**config.mk**
```make
export PLATFORM = sky130hd
export DESIGN_NAME = interval_clip_to_volume_flat
export DESIGN_NICKNAME = d
export VERILOG_FILES = /design/src/rtl/icv_pkg.sv /design/src/rtl/icv_step_if.sv /design/src/rtl/icv_result_if.sv /design/src/rtl/interval_clip_to_volume.sv /design/src/rtl/icv_bound.sv /design/src/rtl/icv_clip.sv /design/src/rtl/icv_emit.sv /design/src/flat_wrapper.sv
export SDC_FILE = /design/constraint.sdc
export NUM_CORES = 1
export LEC_CHECK = 0
export BUFFER_PORTS_ARGS = -buffer_cell sky130_fd_sc_hd__buf_2
export CAP_MARGIN = 15
export CELL_PAD_IN_SITES_DETAIL_PLACEMENT = 1
export CELL_PAD_IN_SITES_GLOBAL_PLACEMENT = 1
export CORE_MARGIN = 3
export CORE_UTILIZATION = 30
export CTS_BUF_LIST = sky130_fd_sc_hd__clkbuf_8 sky130_fd_sc_hd__clkbuf_16
export DETAILED_ROUTE_END_ITERATION = 6
export MAX_ROUTING_LAYER = met4
export PLACE_DENSITY_LB_ADDON = 0.1
export SLEW_MARGIN = 30
export SYNTH_ARGS = -nofsm -noshare
export SYNTH_HDL_FRONTEND = slang
export SYNTH_HIERARCHICAL = 1
export SYNTH_SLANG_ARGS = --single-unit
```
**constraint.sdc**
```tcl
create_clock -name clk -period 5.06 [get_ports clk]
set_clock_uncertainty 0.1 [all_clocks]
set_input_delay 1.012 -clock clk [delete_from_list [all_inputs] [get_ports clk]]
set_output_delay 1.012 -clock clk [all_outputs]
set_load 0.005 [all_outputs]
```
**src/rtl/icv_pkg.sv**
```systemverilog
`timescale 1ns / 1ps
// Shared types, register indexes and helpers for the interval clip-to-volume block.
// No dependencies; the design modules import this package.
package icv_pkg;

	localparam int unsigned CfgIdxW = 3;
	localparam int unsigned CfgDataW = 32;

	typedef enum logic [CfgIdxW-1:0] {
		CFG_INTERCEPT_HIT  = 3'd0,
		CFG_ENTRY_DISTANCE = 3'd1,
		CFG_EXIT_DISTANCE  = 3'd2,
		CFG_SELECT_OUTSIDE = 3'd3,
		CFG_DROP_EMPTY     = 3'd4
	} cfg_idx_t;

	typedef struct packed {
		logic               intercept_hit;
		logic signed [31:0] entry_distance;
		logic signed [31:0] exit_distance;
		logic               select_outside;
		logic               drop_empty;
	} cfg_t;

	typedef struct packed {
		logic signed [31:0] segment_distance;
		logic signed [31:0] step_low;
		logic signed [31:0] step_high;
	} step_t;

	// Volume boundaries moved into segment coordinates, exact in 33 bits.
	typedef struct packed {
		logic signed [32:0] din;
		logic signed [32:0] dout;
		logic signed [31:0] lo;
		logic signed [31:0] hi;
	} bound_t;

	typedef struct packed {
		logic               keep;
		logic               nodrop;
		logic               split;
		logic               modified;
		logic signed [32:0] a_lo;
		logic signed [32:0] a_hi;
		logic signed [32:0] b_lo;
		logic signed [31:0] b_hi;
	} clip_t;

	typedef struct packed {
		logic signed [31:0] clip_low;
		logic signed [31:0] clip_high;
		logic               was_modified;
		logic               last_of_item;
	} result_t;

	// Clamp a 33-bit value to the signed 32-bit range.
	function automatic logic signed [31:0] sat33(input logic signed [32:0] x);
		logic signed [31:0] r;
		if (x[32] != x[31]) begin
			r = x[32] ? 32'sh8000_0000 : 32'sh7FFF_FFFF;
		end else begin
			r = x[31:0];
		end
		return r;
	endfunction

endpackage

```
**src/rtl/icv_step_if.sv**
```systemverilog
`timescale 1ns / 1ps
// Input channel: one step interval per transaction, valid/ready handshake.
// No dependencies.
interface icv_step_if;
	logic               valid;
	logic               ready;
	logic signed [31:0] segment_distance;
	logic signed [31:0] step_low;
	logic signed [31:0] step_high;

	modport source(output valid, segment_distance, step_low, step_high, input ready);
	modport sink(input valid, segment_distance, step_low, step_high, output ready);
endinterface

```
**src/rtl/icv_result_if.sv**
```systemverilog
`timescale 1ns / 1ps
// Result channel: one clipped interval per transaction, valid/ready handshake.
// No dependencies.
interface icv_result_if;
	logic               valid;
	logic               ready;
	logic signed [31:0] clip_low;
	logic signed [31:0] clip_high;
	logic               was_modified;
	logic               last_of_item;

	modport source(output valid, clip_low, clip_high, was_modified, last_of_item,
		input ready);
	modport sink(input valid, clip_low, clip_high, was_modified, last_of_item,
		output ready);
endinterface

```
**src/rtl/interval_clip_to_volume.sv**
```systemverilog
`timescale 1ns / 1ps
// Interval clip-to-volume: clips each step interval to the part of a ray inside
// (or, in reverse mode, outside) a volume. Depends on icv_pkg, icv_step_if,
// icv_result_if, icv_bound, icv_clip and icv_emit.
//
// Users: the block is a three-stage pipeline (boundary subtract, compare and
// select, saturate and emit) that accepts one step transaction per cycle while
// the output side does not stall it; each result leaves the emit register. A
// step that splits in reverse mode produces two result transactions and holds
// the emit stage until its second half is taken, so without backpressure steady
// throughput is one step per cycle, or one result per cycle when splits occur.
// Steps that produce no result (a miss in normal mode, or an empty result with
// drop_empty set) take no extra slot: they pass through the pipeline in their
// slot and that output slot carries no result. Write configuration only while
// the pipeline is empty; all five registers reset to zero.
module interval_clip_to_volume
	import icv_pkg::*;
(
	input  logic                clk,
	input  logic                arst_n,
	input  logic                cfg_we,
	input  logic [CfgIdxW-1:0]  cfg_index,
	input  logic [CfgDataW-1:0] cfg_wdata,
	icv_step_if.sink            step,
	icv_result_if.source        result
);

	cfg_t    cfg_q;
	step_t   step_data;
	logic    bound_valid;
	logic    bound_ready;
	bound_t  bound_data;
	logic    clip_valid;
	logic    clip_ready;
	clip_t   clip_data;
	result_t res_data;

	// Configuration write decode; unknown indexes are ignored.
	always_ff @(posedge clk or negedge arst_n) begin
		if (!arst_n) begin
			cfg_q <= '0;
		end else if (cfg_we) begin
			unique case (cfg_index)
				CFG_INTERCEPT_HIT:  cfg_q.intercept_hit  <= cfg_wdata[0];
				CFG_ENTRY_DISTANCE: cfg_q.entry_distance <= cfg_wdata;
				CFG_EXIT_DISTANCE:  cfg_q.exit_distance  <= cfg_wdata;
				CFG_SELECT_OUTSIDE: cfg_q.select_outside <= cfg_wdata[0];
				CFG_DROP_EMPTY:     cfg_q.drop_empty     <= cfg_wdata[0];
				default: ;
			endcase
		end
	end

	assign step_data.segment_distance = step.segment_distance;
	assign step_data.step_low         = step.step_low;
	assign step_data.step_high        = step.step_high;

	// Stage 1: move entry/exit into segment coordinates.
	icv_bound u_bound (
		.clk       (clk),
		.arst_n    (arst_n),
		.cfg       (cfg_q),
		.in_valid  (step.valid),
		.in_ready  (step.ready),
		.in_data   (step_data),
		.out_valid (bound_valid),
		.out_ready (bound_ready),
		.out_data  (bound_data)
	);

	// Stage 2: classify the step against the volume and select kept parts.
	icv_clip u_clip (
		.clk       (clk),
		.arst_n    (arst_n),
		.cfg       (cfg_q),
		.in_valid  (bound_valid),
		.in_ready  (bound_ready),
		.in_data   (bound_data),
		.out_valid (clip_valid),
		.out_ready (clip_ready),
		.out_data  (clip_data)
	);

	// Stage 3: saturate, drop empties, sequence the halves of a split.
	icv_emit u_emit (
		.clk       (clk),
		.arst_n    (arst_n),
		.cfg       (cfg_q),
		.in_valid  (clip_valid),
		.in_ready  (clip_ready),
		.in_data   (clip_data),
		.out_valid (result.valid),
		.out_ready (result.ready),
		.out_data  (res_data)
	);

	assign result.clip_low     = res_data.clip_low;
	assign result.clip_high    = res_data.clip_high;
	assign result.was_modified = res_data.was_modified;
	assign result.last_of_item = res_data.last_of_item;

	// A first half is always followed directly by its second half.
	a_split_follows: assert property (@(posedge clk) disable iff (!arst_n)
		(result.valid && result.ready && !result.last_of_item)
		|=> (result.valid && result.last_of_item))
		else $error("second half of split did not follow");

	// Both halves of a split carry the same modified flag.
	a_split_mod: assert property (@(posedge clk) disable iff (!arst_n)
		(result.valid && result.ready && !result.last_of_item)
		|=> (result.was_modified == $past(result.was_modified)))
		else $error("split halves disagree on was_modified");

	// Input backpressure only when the output side is holding the pipeline.
	a_stall_cause: assert property (@(posedge clk) disable iff (!arst_n)
		!step.ready |-> (result.valid && (!result.ready || !result.last_of_item)))
		else $error("input stalled without output backpressure");

endmodule

```
**src/rtl/icv_bound.sv**
```systemverilog
`timescale 1ns / 1ps
// Stage 1: subtract the segment distance from the entry and exit distances.
// Depends on icv_pkg.
module icv_bound
	import icv_pkg::*;
(
	input  logic   clk,
	input  logic   arst_n,
	input  cfg_t   cfg,
	input  logic   in_valid,
	output logic   in_ready,
	input  step_t  in_data,
	output logic   out_valid,
	input  logic   out_ready,
	output bound_t out_data
);

	logic   vld_s1;
	bound_t data_s1;

	assign in_ready  = !vld_s1 || out_ready;
	assign out_valid = vld_s1;
	assign out_data  = data_s1;

	always_ff @(posedge clk or negedge arst_n) begin
		if (!arst_n) begin
			vld_s1 <= 1'b0;
		end else if (in_ready) begin
			vld_s1 <= in_valid;
		end
	end

	always_ff @(posedge clk) begin
		if (in_ready && in_valid) begin
			data_s1.din  <= $signed({cfg.entry_distance[31], cfg.entry_distance})
				- $signed({in_data.segment_distance[31], in_data.segment_distance});
			data_s1.dout <= $signed({cfg.exit_distance[31], cfg.exit_distance})
				- $signed({in_data.segment_distance[31], in_data.segment_distance});
			data_s1.lo   <= in_data.step_low;
			data_s1.hi   <= in_data.step_high;
		end
	end

endmodule

```
**src/rtl/icv_clip.sv**
```systemverilog
`timescale 1ns / 1ps
// Stage 2: compare the step against the boundaries and pick the kept part(s).
// Depends on icv_pkg.
module icv_clip
	import icv_pkg::*;
(
	input  logic   clk,
	input  logic   arst_n,
	input  cfg_t   cfg,
	input  logic   in_valid,
	output logic   in_ready,
	input  bound_t in_data,
	output logic   out_valid,
	input  logic   out_ready,
	output clip_t  out_data
);

	logic               vld_s2;
	clip_t              data_s2;
	clip_t              nxt;
	logic signed [32:0] lo33;
	logic signed [32:0] hi33;
	logic               lo_lt_in;
	logic               hi_lt_in;
	logic               lo_lt_out;
	logic               hi_lt_out;
	logic               rev;

	assign lo33      = {in_data.lo[31], in_data.lo};
	assign hi33      = {in_data.hi[31], in_data.hi};
	assign lo_lt_in  = lo33 < in_data.din;
	assign hi_lt_in  = hi33 < in_data.din;
	assign lo_lt_out = lo33 < in_data.dout;
	assign hi_lt_out = hi33 < in_data.dout;
	assign rev       = cfg.select_outside;

	always_comb begin
		nxt.keep     = 1'b1;
		nxt.nodrop   = 1'b0;
		nxt.split    = 1'b0;
		nxt.modified = 1'b1;
		nxt.a_lo     = lo33;
		nxt.a_hi     = hi33;
		nxt.b_lo     = in_data.dout;
		nxt.b_hi     = in_data.hi;
		if (!cfg.intercept_hit) begin
			// Miss: pass untouched in reverse mode, nothing otherwise.
			nxt.keep     = rev;
			nxt.nodrop   = 1'b1;
			nxt.modified = 1'b0;
		end else if (lo_lt_in) begin
			if (hi_lt_in) begin
				if (rev) begin
					nxt.modified = 1'b0;
				end else begin
					nxt.a_lo = '0;
					nxt.a_hi = '0;
				end
			end else if (hi_lt_out) begin
				if (rev) nxt.a_hi = in_data.din;
				else nxt.a_lo = in_data.din;
			end else begin
				if (rev) begin
					nxt.split = 1'b1;
					nxt.a_hi  = in_data.din;
				end else begin
					nxt.a_lo = in_data.din;
					nxt.a_hi = in_data.dout;
				end
			end
		end else if (lo_lt_out) begin
			if (hi_lt_out) begin
				if (rev) begin
					nxt.a_lo = '0;
					nxt.a_hi = '0;
				end else begin
					nxt.modified = 1'b0;
				end
			end else begin
				if (rev) nxt.a_lo = in_data.dout;
				else nxt.a_hi = in_data.dout;
			end
		end else begin
			if (rev) begin
				nxt.modified = 1'b0;
			end else begin
				nxt.a_lo = '0;
				nxt.a_hi = '0;
			end
		end
	end

	assign in_ready  = !vld_s2 || out_ready;
	assign out_valid = vld_s2;
	assign out_data  = data_s2;

	always_ff @(posedge clk or negedge arst_n) begin
		if (!arst_n) begin
			vld_s2 <= 1'b0;
		end else if (in_ready) begin
			vld_s2 <= in_valid;
		end
	end

	always_ff @(posedge clk) begin
		if (in_ready && in_valid) begin
			data_s2 <= nxt;
		end
	end

endmodule

```
**src/rtl/icv_emit.sv**
```systemverilog
`timescale 1ns / 1ps
// Stage 3: saturate, drop empty results and hand out one or two result transactions.
// Depends on icv_pkg.
module icv_emit
	import icv_pkg::*;
(
	input  logic    clk,
	input  logic    arst_n,
	input  cfg_t    cfg,
	input  logic    in_valid,
	output logic    in_ready,
	input  clip_t   in_data,
	output logic    out_valid,
	input  logic    out_ready,
	output result_t out_data
);

	logic               vld_s3;
	logic               second_s3;
	logic               split_s3;
	logic               mod_s3;
	logic signed [31:0] a_lo_s3;
	logic signed [31:0] a_hi_s3;
	logic signed [31:0] b_lo_s3;
	logic signed [31:0] b_hi_s3;
	logic signed [31:0] a_lo_sat;
	logic signed [31:0] a_hi_sat;
	logic               emit;
	logic               last;

	assign a_lo_sat = sat33(in_data.a_lo);
	assign a_hi_sat = sat33(in_data.a_hi);
	// Drop a zero-length first result (and its split partner) when asked.
	assign emit = in_data.keep
		&& (in_data.nodrop || !cfg.drop_empty || (a_lo_sat != a_hi_sat));

	assign last     = !split_s3 || second_s3;
	assign in_ready = !vld_s3 || (out_ready && last);

	assign out_valid             = vld_s3;
	assign out_data.clip_low     = second_s3 ? b_lo_s3 : a_lo_s3;
	assign out_data.clip_high    = second_s3 ? b_hi_s3 : a_hi_s3;
	assign out_data.was_modified = mod_s3;
	assign out_data.last_of_item = last;

	always_ff @(posedge clk or negedge arst_n) begin
		if (!arst_n) begin
			vld_s3    <= 1'b0;
			second_s3 <= 1'b0;
			split_s3  <= 1'b0;
		end else if (in_ready) begin
			vld_s3    <= in_valid && emit;
			second_s3 <= 1'b0;
			split_s3  <= in_data.split;
		end else if (out_ready) begin
			// First half of a split taken: advance to the second half.
			second_s3 <= 1'b1;
		end
	end

	always_ff @(posedge clk) begin
		if (in_ready && in_valid) begin
			mod_s3  <= in_data.modified;
			a_lo_s3 <= a_lo_sat;
			a_hi_s3 <= a_hi_sat;
			b_lo_s3 <= sat33(in_data.b_lo);
			b_hi_s3 <= in_data.b_hi;
		end
	end

endmodule
```
**src/flat_wrapper.sv**
```systemverilog
// flat-port wrapper written by rule: the top's interface ports become plain ports
module interval_clip_to_volume_flat import icv_pkg::*;
  (clk, arst_n, cfg_we, cfg_index, cfg_wdata, step_valid, step_segment_distance, step_step_low, step_step_high, step_ready, result_valid, result_clip_low, result_clip_high, result_was_modified, result_last_of_item, result_ready);
  icv_step_if step_i ();
  icv_result_if result_i ();
  input  logic clk;
  input  logic arst_n;
  input  logic cfg_we;
  input  logic [CfgIdxW-1:0] cfg_index;
  input  logic [CfgDataW-1:0] cfg_wdata;
  input wire logic [$bits(step_i.valid)-1:0] step_valid;
  input wire logic [$bits(step_i.segment_distance)-1:0] step_segment_distance;
  input wire logic [$bits(step_i.step_low)-1:0] step_step_low;
  input wire logic [$bits(step_i.step_high)-1:0] step_step_high;
  output wire logic [$bits(step_i.ready)-1:0] step_ready;
  output wire logic [$bits(result_i.valid)-1:0] result_valid;
  output wire logic [$bits(result_i.clip_low)-1:0] result_clip_low;
  output wire logic [$bits(result_i.clip_high)-1:0] result_clip_high;
  output wire logic [$bits(result_i.was_modified)-1:0] result_was_modified;
  output wire logic [$bits(result_i.last_of_item)-1:0] result_last_of_item;
  input wire logic [$bits(result_i.ready)-1:0] result_ready;
  assign step_i.valid = step_valid;
  assign step_i.segment_distance = step_segment_distance;
  assign step_i.step_low = step_step_low;
  assign step_i.step_high = step_step_high;
  assign step_ready = step_i.ready;
  assign result_valid = result_i.valid;
  assign result_clip_low = result_i.clip_low;
  assign result_clip_high = result_i.clip_high;
  assign result_was_modified = result_i.was_modified;
  assign result_last_of_item = result_i.last_of_item;
  assign result_i.ready = result_ready;
  interval_clip_to_volume u_core (.clk(clk), .arst_n(arst_n), .cfg_we(cfg_we), .cfg_index(cfg_index), .cfg_wdata(cfg_wdata), .step(step_i), .result(result_i));
endmodule
```
==> results of run 1 <==
kinds of logic after synthesis:
group / after synthesis / share of synthesized area
multiplexers: 133 / 0.0624
AND/OR/NAND/NOR: 628 / 0.109
XOR/XNOR: 62 / 0.0199
flip-flops: 466 / 0.494
buffers and inverters: 305 / 0.0489
adder cells (fa/ha/maj): 200 / 0.0912
AO/OA/AOI/OAI: 703 / 0.175
worst min-delay path by stage:
stage / start / slack (ns) / endpoint / cells after the start
2_1_floorplan: u_core/u_clip/out_data[0]$_DFFE_PP_ / 0.30 / u_core/u_emit/b_hi_s3[0]$_DFFE_PP_ / 0
3_3_place_gp: u_core/u_clip/out_data[18]$_DFFE_PP_ / 0.30 / u_core/u_emit/b_hi_s3[18]$_DFFE_PP_ / 0
3_5_place_dp: u_core/u_clip/out_data[16]$_DFFE_PP_ / 0.31 / u_core/u_emit/b_hi_s3[16]$_DFFE_PP_ / 0
4_1_cts: arst_n / 0.19 / u_core/u_bound/out_valid$_DFFE_PN0N_ / 1
5_1_grt: arst_n / 0.22 / u_core/u_bound/out_valid$_DFFE_PN0N_ / 1
6_report: arst_n / 0.24 / u_core/cfg_q[28]$_DFFE_PN0P_ / 1
where the power goes:
part / switching [mW] / internal (mW)
Combinational: 5.87 / 3.27
Clock: 1.70 / 2.54
Sequential: 1.12 / 6.24
Total: 8.70 / 12.1
sequential cells by signal, summed over array words and instances (netlist names):
name / count
u_core/u_emit/b_lo_s3: 32
u_core/u_clip/out_valid: 1
u_core/u_bound/out_valid: 1
u_core/u_emit/a_hi_s3: 32
u_core/u_clip/out_data: 135
u_core/u_emit/second_s3: 1
u_core/u_emit/mod_s3: 1
u_core/u_emit/out_valid: 1
u_core/u_emit/b_hi_s3: 32
u_core/u_emit/split_s3: 1
u_core/cfg_q: 67
u_core/u_bound/out_data: 130
u_core/u_emit/a_lo_s3: 32
layout by cell type (no fill, tap or decap), types with 8 or more instances in the layout:
master and instances:
clkbuf_16 60, a22oi_1 13, o221ai_1 53, xor2_1 19
inv_1 168, nand3_1 47, a2bb2oi_1 26, nor2_1 71
o31ai_1 33, mux2_4 60, o21ai_1 14, a21oi_1 260
nand4_1 61, edfxtp_1 394, nand2b_1 15, buf_12 8
o21a_1 14, a211oi_1 20, a22o_1 29, buf_4 42
a221o_1 37, dfrtp_1 70, nor4_1 54, o211ai_1 10
nor3_1 22, buf_2 202, xnor2_1 42, mux2_2 72
clkinv_2 8, clkinv_1 9, o21ai_0 72, nand2_1 288
ha_1 197, a21o_1 37, nor2b_1 9
cell type report:
class / count / area [um^2]
antenna: 2 / 5.00
clock buffer: 63 / 1540
clock inverter: 47 / 422
fill: 9939 / 58700
inverter: 156 / 586
multi-input combinational: 1726 / 12700
sequential: 466 / 13600
tap: 1176 / 1470
timing repair buffer: 253 / 1490
worst max-delay path, stage by stage (launching register included):
cell      delay, ns
edfxtp_1       0.58
inv_1          0.19
ha_1           0.33
and3_1         0.17
a221o_1        0.34
a221o_1        0.39
a31oi_1        0.23
a21oi_1        0.28
or2_2          0.40
buf_4          0.22
nor3_1         0.24
nand2_1        0.08
a221oi_1       0.64
buf_4          0.22
per-layer routing:
layer,up-vias,GRT usage,routed length [um]
li1,9846,-,-
met4,0,0.0609,2660
met3,126,0.0274,4650
met1,10697,0.304,49300
met5,-,-,0
met2,617,0.333,45900
==> flow_summary.ini, run 1 <==
[outcome]
status = complete, no violations

[critical_path]
r2r_setup_slack_ns = 0.52
endpoint = u_core/u_clip/out_data[129]$_DFFE_PP_
arrival_ns = 4.94
crit_path_start_kind = register
cp-end-kind = register
worstPathRequired_ns = 5.47
rr_endpoint = u_core/u_clip/out_data[129]$_DFFE_PP_
worstPathMaxFanout = 19
reg2reg_from = u_core/u_bound/out_data[71]$_DFFE_PP_
setup.worst_path.start = u_core/u_bound/out_data[71]$_DFFE_PP_
worstSetupPathType = reg2reg
reg2reg_depth = 13

[clocking]
clk_pin_slew_worst_paths_ns = 0.06
cts_root_buf = clkbuf_16
cts_resized = 0
ctsHtreeMaxLevel = 2
cts_setup_buffers = 0
numCtsBuffers = 59
cts_tree = done
cts.sink_count = 466
cts_buffer_depth = 3
clock_latency_ns = 0.63
cts_hold_buf = 0

[die]
die_x_um = 309
die_area_um2 = 95700
ios = 204
coreArea_um2 = 90600
dieHeight_um = 309
rows = 110
initial_utilization = 0.305

[timing]
maxSlewViolCount = 0
tightest_slew_ns = 0.908
worst_hold_slack_ns = 0.243
timing.fmax_ghz = 0.220
hold_viol = 0
fin_crit_sh = 0.897
rsz0062_at_grt = no
tns_ns = 0
finalCriticalPeriod_ns = 4.54
maxSlewHeadroom = 0.379
setup_ws_ns = 0.522
setup_viol = 0

[synth]
synth.most_common_cell = edfxtp_1
synthTopCellsByCount = edfxtp_1, nand2_1, a21oi_1, ha_1, inv_1
synth.distinct_cells = 98
yosysTopAreaCellShare = 0.429
ys_async_sr_fraction = 0.155
syn_nets = 2833
netlist_area_um2 = 27600
synthTopCellsByArea = edfxtp_1, ha_1, dfrtp_1
yosysTopAreaCell = edfxtp_1
yosysSeqAreaShare = 0.494
synth-main-ff-cell = edfxtp_1
synth-warning-count = 6
synth_edf_count = 394
netlist_instances = 2497
ys_ff_latch = 466
avgSynthCellArea_um2 = 11.1

[global_route]
grt-ovfl-total = 0
grt_usage = 0.218
grt_pass1_wl_um = 151000
grt_max_degree = 82
first_global_vias = 22177
antenna_found_initial = 0

[route]
drc = 0
routed_wirelength_um = 103000
first_pass_iters = 5
vias = 21286
postRouteAntennaNets = 0
avgViaCountPerCell = 5.47
drtIter0Drc = 1541
wl_per_cell_um = 26.4

[worst_hold_path]
hold_class = in2async

[power]
p_per_area_nw_per_um2 = 652
finalPower_mw = 20.8
leakage_nw = 12.9
max-vdd-ir-drop_mv = 0.292

[placement]
pre_cts_slack_ns = 0.636
place_congestion = 0.899
port-buffer-count = 203
hpwl_um = 77100
placedInstanceArea_um2 = 29900
placedCellCount = 3776

[flow_run]
cap_violations = 0

[finish]
fin_util = 0.352
final_cell_area_um2 = 31800
instances_no_fill = 3889
drive_gt1_frac = 0.195
final_net_count = 2998
syn2layout_area_growth_pct = 15.4
Note: power is estimated with default switching activity, not from simulation.
==> run 2, diff against run 1 <==
--- a/config.mk
+++ b/config.mk
@@ -11,11 +11,9 @@
 export CELL_PAD_IN_SITES_GLOBAL_PLACEMENT = 1
 export CORE_MARGIN = 3
 export CORE_UTILIZATION = 30
-export CTS_BUF_LIST = sky130_fd_sc_hd__clkbuf_8 sky130_fd_sc_hd__clkbuf_16
 export DETAILED_ROUTE_END_ITERATION = 6
 export MAX_ROUTING_LAYER = met4
-export PLACE_DENSITY_LB_ADDON = 0.1
-export SLEW_MARGIN = 30
+export PLACE_DENSITY = 0.52
 export SYNTH_ARGS = -nofsm -noshare
 export SYNTH_HDL_FRONTEND = slang
 export SYNTH_HIERARCHICAL = 1
==> run 2 against run 1 <==
Against the previous run:
- critical path depth is 2 lower
- sequential share of layout area hardly changed
- worst setup slack better by 0.26 ns
- sequential cell count stayed put
- via count hardly changed
- critical endpoint is now u_core/u_clip/out_data[96]$_DFFE_PP_
- largest cell class unchanged
==> flow_summary.ini, run 2 (synthesis results as in run 1) <==
[clocking]
clk_pin_slew_worst_paths_ns = 0.06
cts_hold_buf = 0
ctsHtreeMaxLevel = 2
cts_setup_buffers = 0
cts.sink_count = 466
cts_resized = 0
numCtsBuffers = 57
cts_buffer_depth = 3
cts_root_buf = clkbuf_16
cts_tree = done
clock_latency_ns = 0.62

[global_route]
antenna_found_initial = 2
grt-ovfl-total = 0
grt_pass1_wl_um = 148000
first_global_vias = 22216
grt_max_degree = 83
grt_usage = 0.212

[critical_path]
rr_endpoint = u_core/u_clip/out_data[96]$_DFFE_PP_
reg2reg_depth = 11
cp-end-kind = register
worstSetupPathType = reg2reg
cp_top_family = simple AND/OR/NAND/NOR gates
crit_top_cell = or4_1
r2r_setup_slack_ns = 0.78
cp_cell_sequence = inv_1, ha_1, nand4_1, or4_1, or4_1, o22ai_2, o221ai_4, buf_4, nor4_2, nand2_1, o311ai_1
worstPathMaxFanout = 47
crit_path_start_kind = register
arrival_ns = 4.62
cpPeakStageDelay_ns = 0.64
worstPathRequired_ns = 5.40
cp.buffers_inverters = 2
cp_slowest_cell = nor4_2
reg2reg_from = u_core/u_bound/out_data[129]$_DFFE_PP_

[route]
wl_per_cell_um = 25.8
drt-met1-wl_um = 48000
drtIter0Drc = 1216
first_pass_iters = 5
routed-wl-met2_um = 45300
vias = 21302
postRouteAntennaNets = 0
top_layer_used = met4
avgViaCountPerCell = 5.48
drc = 0
wl_met3_um = 4450
routed_wirelength_um = 100000

[finish]
largest_reg_flops = 135
final_net_count = 2998
most-common-layout-cells = edfxtp_1, nand2_1, a21oi_1
syn2layout_area_growth_pct = 15.4
drive_gt1_frac = 0.197
multi_input_area_um2 = 12700
fillers = 9916
seq_area_um2 = 13600
final_common_cell = edfxtp_1

[placement]
place_congestion = 0.891
port-buffer-count = 203
hpwl_um = 76500
pre_cts_slack_ns = 0.697

[timing]
setup_ws_ns = 0.782
tightest_slew_ns = 1.02
finalCriticalPeriod_ns = 4.28
maxSlewHeadroom = 0.306
fin_crit_sh = 0.845
tns_ns = 0
hold_viol = 0
rsz0062_at_grt = no
timing.fmax_ghz = 0.234
setup_viol = 0
maxSlewViolCount = 0

[die]
initial_utilization = 0.305
die_area_um2 = 95700
coreArea_um2 = 90600
rows = 110
ios = 204
dieHeight_um = 309
die_x_um = 309

[power]
p_per_area_nw_per_um2 = 650
max-vdd-ir-drop_mv = 0.288
leakage_nw = 12.8

[outcome]
status = complete, no violations

[worst_hold_path]
hold_class = in2async

[flow_run]
cap_violations = 0
run 2: cell types whose count changed in the layout (fill, tap and decap cells not counted), sizes merged:
cell,change
bufinv,+1
clkinvlp,+3
clkbuf,+8
inv,-11
clkinv,-5
diode,+2
buf,+3
run 2: through the flow:
stage               hold WS [ns]  cells  power (mW)   util  instance area (um^2)
CTS                        0.219   3885        20.8  0.351                 31800
floorplan                  0.300   2497        12.8      -                 27600
global placement           0.301   3778        16.2  0.330                 29900
detailed placement         0.306   3778        16.5  0.330                 29900
finish                     0.243   3890        20.7  0.352                 31800
global route               0.254   3886        22.0  0.351                 31800
run 2: worst max path at each step:
stage	start	endpoint	slack, ns	cells past startpoint
final	u_core/u_bound/out_data[129]$_DFFE_PP_	u_core/u_clip/out_data[96]$_DFFE_PP_	0.78	11
after global routing	u_core/u_clip/out_data[97]$_DFFE_PP_	u_core/u_emit/out_valid$_DFFE_PN0N_	0.47	9
after CTS	u_core/u_clip/out_data[97]$_DFFE_PP_	u_core/u_emit/out_valid$_DFFE_PN0N_	0.68	9
after detailed placement	u_core/u_clip/out_data[97]$_DFFE_PP_	u_core/u_emit/out_valid$_DFFE_PN0N_	0.70	9
after global placement	u_core/u_clip/out_data[97]$_DFFE_PP_	u_core/u_emit/out_valid$_DFFE_PN0N_	0.76	9
after floorplan	result_ready	u_core/u_clip/out_data[0]$_DFFE_PP_	0.05	4
run 2: worst reg2reg max path: stages, from the launching register on:
cell and delay (ns):
edfxtp_1 0.46, inv_1 0.12, ha_1 0.41, nand4_1 0.15
or4_1 0.56, or4_1 0.44, o22ai_2 0.20, o221ai_4 0.34
buf_4 0.41, nor4_2 0.64, nand2_1 0.16, o311ai_1 0.12
run 2: final cells by class:
type,count,area share
repair buffers,255,0.0480
multi-input cells,1726,0.398
inverters,156,0.0184
diodes,4,0.000314
clock inverters,35,0.0128
clock buffers,72,0.0479
flip-flops and latches,466,0.428
well taps,1176,0.0462
run 2: power by group:
part	switching (mW)	internal, mW	leakage [nW]
Combinational	5.85	3.29	7.24
Sequential	1.07	6.23	4.68
Clock	1.70	2.54	0.927
run 2: layer usage:
metal / global-route usage / vias up
li1: - / 9836
met4: 0.0576 / 0
met1: 0.296 / 10727
met5: - / -
met2: 0.327 / 606
met3: 0.0244 / 133
